[config.mk]
export PLATFORM = sky130hd
export DESIGN_NAME = ssn_queue
export DESIGN_NICKNAME = d
export VERILOG_FILES = /design/src/rtl/core/ssn_pkg.sv /design/src/rtl/core/ssn_queue.sv
export SDC_FILE = /design/constraint.sdc
export NUM_CORES = 1
export LEC_CHECK = 0
export BUFFER_PORTS_ARGS = -buffer_cell sky130_fd_sc_hd__buf_4
export CAP_MARGIN = 10
export CELL_PAD_IN_SITES_DETAIL_PLACEMENT = 1
export CELL_PAD_IN_SITES_GLOBAL_PLACEMENT = 1
export CORE_UTILIZATION = 44
export CTS_CLUSTER_DIAMETER = 80
export CTS_CLUSTER_SIZE = 12
export DETAILED_ROUTE_END_ITERATION = 10
export PLACE_DENSITY_LB_ADDON = 0.1
export SETUP_SLACK_MARGIN = 0.3
export SLEW_MARGIN = 10
export SYNTH_ARGS = -nofsm -noshare
export SYNTH_HDL_FRONTEND = slang
export SYNTH_SLANG_ARGS = --single-unit
export TNS_END_PERCENT = 100
[constraint.sdc]
create_clock -name clk -period 9.5 [get_ports clk]
set_clock_uncertainty 0.2 [all_clocks]
set_input_delay 2.375 -clock clk [delete_from_list [all_inputs] [get_ports clk]]
set_output_delay 2.375 -clock clk [all_outputs]
set_load 0.05 [all_outputs]
[src/rtl/core/ssn_pkg.sv]
// Shared types, codes and defaults of the shape surface normal unit.
package ssn_pkg;

	localparam int SHAPE_COUNT_DEF   = 256;
	localparam int FRACTION_BITS_DEF = 16;
	localparam int MATRIX_ENTRIES    = 12;
	localparam int CFG_W             = 18;
	localparam int CFG_IDX_W         = 2;
	localparam int NORMAL_W          = 18;

	localparam logic [1:0] CMD_QUERY = 2'd0;
	localparam logic [1:0] CMD_MAT   = 2'd1;
	localparam logic [1:0] CMD_KIND  = 2'd2;
	localparam logic [1:0] CMD_SPARE = 2'd3;

	localparam logic [1:0] KIND_SPHERE   = 2'd0;
	localparam logic [1:0] KIND_PLANE    = 2'd1;
	localparam logic [1:0] KIND_CUBE     = 2'd2;
	localparam logic [1:0] KIND_TRIANGLE = 2'd3;

	localparam logic [CFG_IDX_W-1:0] REG_TRI_X = 2'd0;
	localparam logic [CFG_IDX_W-1:0] REG_TRI_Y = 2'd1;
	localparam logic [CFG_IDX_W-1:0] REG_TRI_Z = 2'd2;

	typedef struct packed {
		logic [1:0]         cmd;
		logic               id_ok;
		logic               idx_ok;
		logic [7:0]         shape_id;
		logic [3:0]         entry_index;
		logic signed [31:0] write_value;
		logic signed [31:0] point_x;
		logic signed [31:0] point_y;
		logic signed [31:0] point_z;
	} ssn_item_t;

	typedef struct packed {
		logic signed [CFG_W-1:0] x;
		logic signed [CFG_W-1:0] y;
		logic signed [CFG_W-1:0] z;
	} ssn_tri_t;

	typedef struct packed {
		logic full;
		logic empty;
	} ssn_qstat_t;

endpackage

[src/rtl/core/ssn_queue.sv]
// Two-entry item queue between front and back end.
module ssn_queue (
	input  logic                clk,
	input  logic                arst_n,
	input  logic                push,
	input  ssn_pkg::ssn_item_t  push_item,
	input  logic                pop,
	output ssn_pkg::ssn_item_t  head,
	output ssn_pkg::ssn_qstat_t qstat
);
	import ssn_pkg::*;

	ssn_item_t  slot_q [2];
	logic       wptr_q;
	logic       rptr_q;
	logic [1:0] count_q;

	assign head        = slot_q[rptr_q];
	assign qstat.full  = count_q == 2'd2;
	assign qstat.empty = count_q == 2'd0;

	always_ff @(posedge clk or negedge arst_n) begin
		if (!arst_n) begin
			wptr_q  <= 1'b0;
			rptr_q  <= 1'b0;
			count_q <= 2'd0;
		end else begin
			if (push) begin
				wptr_q <= !wptr_q;
			end
			if (pop) begin
				rptr_q <= !rptr_q;
			end
			count_q <= count_q + 2'(push) - 2'(pop);
		end
	end

	always_ff @(posedge clk) begin
		if (push) begin
			slot_q[wptr_q] <= push_item;
		end
	end
endmodule

==> results.md, run 1 <==
- Worst Setup SP: rptr_q
- CP required: 6930 ps
- Worst setup margin: 4030 ps
- CTS tree: built
- Initial antenna violation count: 0
- Clk pin slew, worst setup/hold paths: ~60 ps
- Final Wtd Congestion: 0.703
- Hold_sp: wptr_q
- Final instance area: 14100 µm²
- Place WS: around 4500 ps
- Max incr delay on CP: 890 ps
- Clock share of power: 0.199
- Syn-to-layout area delta: 30.6%
- Sw power: 0.00192 W
- Count of pins over their slew limit: 0
- Die Height: around 160 µm
- Min-Delay Path Class: flop to flop
- CP Capture Type: primary output
- Io pins: 294
- Longest Clk Path Bufs: 3
- LEAKAGE: about 5.4 nW
- Sequential area share after synthesis: 0.812
- Crit path kind: flop to primary output
- Hold Path Sink: wptr_q
- Status: finished clean
- Hold buffer count at CTS: 0
- Int Power: between 0.002 and 0.003 W
- YS warnings: 0
- Crit-path most repeated cell: buf_4
- Synth area leaders: edfxtp_1 80%, mux2_2 9.8%, mux2_4 7.0%, dfrtp_1 0.93%, buf_6 0.73%
- Htree depth: 1
- Sequential share of power: 0.369
- Tot GR Track Use: 0.169
- Setup violators final: 0
- Worst-path fanout max: 53
- Synthesized net count: 613
- Clock Root Buffer: clkbuf_16
- Drc violations: 0
- Hold Vio Cnt, Final: 0
- Setup TNS: 0 ps
- Site Rows: between 50 and 60
- PwrDens: 349 nW/µm²
- Final #Nets: roughly 900
- Worst slew pin tran: about 1100 ps
- Clk sink count: 292
- Core Area: 23800 µm²
- Post-Synthesis Mean Instance Area: ~23 µm²
- CP bufs+invs: 2
- Commonest non-fill, non-tap cells in the layout: 298 x buf_4, 288 x edfxtp_1, 94 x mux2_2
- Hold path depth: 1
- Setup bufs post-CTS: 0
- DRT Pass-1 Iters: 4
- R2R depth: 2
- Avg WL per Cell: 19.8 µm
- Global-route wire length before repair: 31700 µm
- Launch point of the worst reg-to-reg path: wptr_q
- Leading cell type in the layout, fill and taps excluded: buf_4
- Routed Antenna Nets: 0
- Dominant cell type by area after synthesis: edfxtp_1
- Arr. time, crit path: 2890 ps
- Library cells used by synthesis: 13
- Fillers: between 2000 and 2500
- HPWL Detailed: around 15000 µm
- GRT overflow: 0
- Fin crit share: 0.576
- N_diodes: 0
- Clock latency at the later pin of the worst-skew pair: 530 ps
- Worst path cell trace: buf_4, mux2_2, buf_4
- RR Endpoint: slot_q[1][46]
- Worst VDD drop: between 0.2 and 0.25 mV
- CP max-delay cell: dfrtp_4
- Gate power share: 0.432
- DR vias: 5311
- Post-layout util: 0.593
- Switching share of power: 0.392
- 1st-iter DRT viols: 220
- Die ar.: 25100 µm²
- Delay-heaviest family, CP: buffers and inverters
- Starting density of the core: 0.454
- CP startpoint kind: flop
- Final Routed Wirelength: 21900 µm
- Cts bufs inserted: 28
- Area share of the largest cell type after synthesis: 0.802
- Maximum clock frequency: 183 MHz
- Crit path time final: 5470 ps
- Die width: approximately 160 µm
- Reg-to-reg setup timing slack: 6650 ps
- Post-CTS resize count: 0
- Placement-stage cell area: 13300 µm²
- Worst slew margin: 0.234
- Stages on worst setup path: 3
- RSZ-0062 raised after global routing: no
- Yosys reg bits: between 200 and 300
- Largest net degree at the start of global routing: 83
- # Max-Cap Violations: 0
- Vias in the first global route: between 5000 and 6000
- Share of cells above drive strength 1: 0.604
- Mapped Cells: about 460
- Synth Cell Area: around 11000 µm²
- Port Buf Inserts: 293
- DR vias/cell: 4.81
cells by family (layout without fill, tap and decap cells):
family,Yosys count,in the layout,share of synthesized area
buffers and inverters,18,341,0.0122
flip-flops,292,292,0.812
AND/OR/NAND/NOR,4,4,0.00209
XOR/XNOR,3,3,0.00383
multiplexers,144,144,0.168
adder cells (fa/ha/maj),2,2,0.00232
how the worst max path moves through the flow:
stage                   endpoint  slack [ps]
finish                 head[143]        4030
global route             head[1]        3840
CTS                     head[12]        3940
detailed placement      head[12]        4520
global placement        head[15]        4530
floorplan           slot_q[0][0]        2730
per-stage QoR:
stage / power, W / hold WS, ps / std cells
after floorplan: 0.00343 / 273 / 463
after global placement: 0.00396 / 332 / 1064
after detailed placement: 0.00399 / 347 / 1064
after CTS: 0.00499 / 355 / 1105
after global routing: 0.00511 / 395 / 1105
final: 0.00491 / 349 / 1105
power groups by stage:
stage | clock network (W) | logic (W) | registers [W]
6_report | 0.000978 | 0.00212 | 0.00182
5_1_grt | 0.00105 | 0.00221 | 0.00185
4_1_cts | 0.00101 | 0.00215 | 0.00182
3_5_place_dp | 0 | 0.00215 | 0.00185
3_3_place_gp | 0 | 0.00213 | 0.00183
2_1_floorplan | 0 | 0.00162 | 0.00181
synthesized netlist by cell type:
library cell	count
nor2_1	1
mux2_4	50
ha_1	2
nor2b_1	2
xor3_1	1
mux2_2	94
dfrtp_1	4
and2_1	1
xor2_1	2
edfxtp_1	288
buf_2	9
inv_1	2
buf_6	7
metal layers:
metal / GRT usage / routed length (µm) / share of wire
met2: 0.297 / 11200 / 0.51
met5: 0 / 0 / 0
met4: 0.0435 / 262 / 0.012
met3: 0.0599 / 2050 / 0.094
met1: 0.197 / 8360 / 0.38
registers in the layout, summed over array words and instances, names as in the netlist:
signal   cells
count_q      2
rptr_q       1
slot_q     288
wptr_q       1
cell type report:
type / instances / area, µm² / share of cell area
sequential: 292 / 8750 / 0.622
timing repair buffer: 298 / 2240 / 0.159
multi-input combinational: 153 / 1910 / 0.136
clock buffer: 40 / 767 / 0.0545
tap: 319 / 399 / 0.0283
clock inverter: 1 / 8.76 / 0.000622
inverter: 2 / 7.51 / 0.000533
Power figures use the tool's default switching activity.
==> inputs of run 2 (changes only) <==
==> constraint.sdc (replaced) <==
create_clock -name clk -period 5.7 [get_ports clk]
set_clock_uncertainty 0.2 [all_clocks]
set_input_delay 1.425 -clock clk [delete_from_list [all_inputs] [get_ports clk]]
set_output_delay 1.425 -clock clk [all_outputs]
set_load 0.05 [all_outputs]
==> run 2 against run 1 <==
Core utilization up 0.22 points. Register-to-register slack worse by 3300 ps. Global-route usage up 0.98 points. Via count up 1.3%. Hold slack worse by 3.6 ps. Sequential share of layout area down 0.23 points. Final cell count up 0.18%. Clock power up 68%. Highest routed layer unchanged.
==> results.md, run 2 (synthesized netlist as in run 1, its figures left out) <==
- Status: finished clean (unchanged)
- Worst slew margin: 0.300 (was 0.234)
- RR Endpoint: slot_q[0][129] (was slot_q[1][46])
- Worst-path fanout max: 51 (was 53)
- Arr. time, crit path: 2670 ps (was 2890 ps)
- Syn-to-layout area delta: 31.1% (was 30.6%)
- Die width: 159 µm (unchanged)
- Final #Nets: 927 (was 925)
- Clock Root Buffer: clkbuf_16 (unchanged)
- PwrDens: 583 nW/µm² (was 349 nW/µm²)
- Starting density of the core: 0.454 (unchanged)
- Port Buf Inserts: 293 (unchanged)
- Top Registers: slot_q: 288 flops, count_q: 2 flops (unchanged)
- Clk sink count: 292 (unchanged)
- Share of cells above drive strength 1: 0.605 (was 0.604)
- Cts bufs inserted: 28 (unchanged)
- Htree depth: 1 (unchanged)
- # Max-Cap Violations: 0 (unchanged)
- Io pins: 294 (unchanged)
- 1st-iter DRT viols: 185 (was 220)
- Maximum clock frequency: approximately 230 MHz
- Hold Vio Cnt, Final: 0 (unchanged)
- DR vias/cell: 4.86 (was 4.81)
- Initial antenna violation count: 0 (unchanged)
- Die ar.: 25100 µm² (unchanged)
- Launch point of the worst reg-to-reg path: wptr_q (unchanged)
- Setup TNS: 0 ps (unchanged)
- N_diodes: 0 (unchanged)
- DRT Pass-1 Iters: 4 (unchanged)
- Global-route wire length before repair: 33500 µm (was 31700 µm)
- Largest net degree at the start of global routing: 74 (was 83)
- Longest Clk Path Bufs: 3 (unchanged)
- Count of pins over their slew limit: 0 (unchanged)
- Setup bufs post-CTS: 0 (unchanged)
- Biggest register: slot_q (unchanged)
- Number of flip-flops in the largest register: 288 (unchanged)
- Total Power: 0.00824 W (was 0.00491 W)
- Crit path time final: between 4000 and 5000 ps
- Crit path kind: flop to primary output (unchanged)
- Hold Slack: 346 ps (was 349 ps)
- Final Routed Wirelength: 23100 µm (was 21900 µm)
- Final Wtd Congestion: 0.781 (was 0.703)
- Avg WL per Cell: 20.9 µm (was 19.8 µm)
- Core Area: 23800 µm² (unchanged)
- LEAKAGE: 5.42 nW (was 5.40 nW)
- Hold path depth: 1 (unchanged)
- R2R depth: 2 (unchanged)
- Hold_sp: wptr_q (unchanged)
- Vias in the first global route: 5960 (was 5780)
- Placement-stage cell area: 13400 µm² (was 13300 µm²)
- DR vias: 5382 (was 5311)
- Worst slew pin tran: 1050 ps (was 1150 ps)
- CP startpoint kind: flop (unchanged)
- Worst Setup SP: rptr_q (unchanged)
- CP Capture Type: primary output (unchanged)
- Hold buffer count at CTS: 0 (unchanged)
- Clock latency at the later pin of the worst-skew pair: 510 ps (was 530 ps)
- RSZ-0062 raised after global routing: no (unchanged)
- CTS tree: built (unchanged)
- Commonest non-fill, non-tap cells in the layout: 297 x buf_4, 288 x edfxtp_1, 94 x mux2_2 (was 298 x buf_4, 288 x edfxtp_1, 94 x mux2_2)
- HPWL Detailed: 15600 µm (was 14700 µm)
- Leading cell type in the layout, fill and taps excluded: buf_4 (unchanged)
- Die Height: 159 µm (unchanged)
- Min-Delay Path Class: flop to flop (unchanged)
- Tot GR Track Use: 0.179 (was 0.169)
- Routed Antenna Nets: 0 (unchanged)
- Fin crit share: 0.753
- Site Rows: 56 (unchanged)
- Drc violations: 0 (unchanged)
- Final instance area: 14100 µm² (about the same)
- Post-CTS resize count: 0 (unchanged)
- Setup violators final: 0 (unchanged)
- Reg-to-reg setup timing slack: 3380 ps (was 6650 ps)
- GRT overflow: 0 (unchanged)
- CP required: 4070 ps (was 6930 ps)
- Hold Path Sink: wptr_q (unchanged)
- Clk pin slew, worst setup/hold paths: 60 ps (about the same)
- Worst VDD drop: 0.339 mV (was 0.206 mV)
run 2: cell count changes in the layout (fill, tap and decap cells not counted):
cell / delta
buf_12: +3
buf_4: -1
run 2: how the worst max path moves through the flow:
stage	end	slack [ps]	cells after the start
finish	head[82]	1410	3
global route	head[74]	1240	3
CTS	head[74]	1340	3
detailed placement	head[74]	1900	3
global placement	head[23]	1980	3
floorplan	slot_q[0][0]	1480	1
run 2: per-layer routing:
layer | vias to the layer above | wire, µm | global-route usage
met5 | - | 0 | 0
met4 | 0 | 592 | 0.0591
met3 | 40 | 2030 | 0.0604
met2 | 207 | 12100 | 0.321
met1 | 2679 | 8360 | 0.200
li1 | 2456 | - | -
run 2: critical path: stages (launching register included):
cell and delay (ps):
dfrtp_4 970, buf_4 550, mux2_2 410, buf_4 190
run 2: where the power goes:
part           internal, W  switching [W]  leakage [nW]
registers          0.00285       0.000195          2.75
clock network     0.000921       0.000717         0.375
logic              0.00123        0.00233          2.30
run 2: final cells by class:
cell class,count,area (µm²)
fill,2078,9620
sequential,292,8750
clock inverter,1,8.76
tap,319,399
multi-input combinational,153,1910
inverter,2,7.51
timing repair buffer,300,2290
clock buffer,40,767
run 2: stage by stage:
stage	instances	setup slack, ps	util
after floorplan	463	1480	-
final	1107	1410	0.595
after CTS	1107	1340	0.595
after global placement	1066	1980	0.562
after global routing	1107	1240	0.595
after detailed placement	1066	1900	0.562
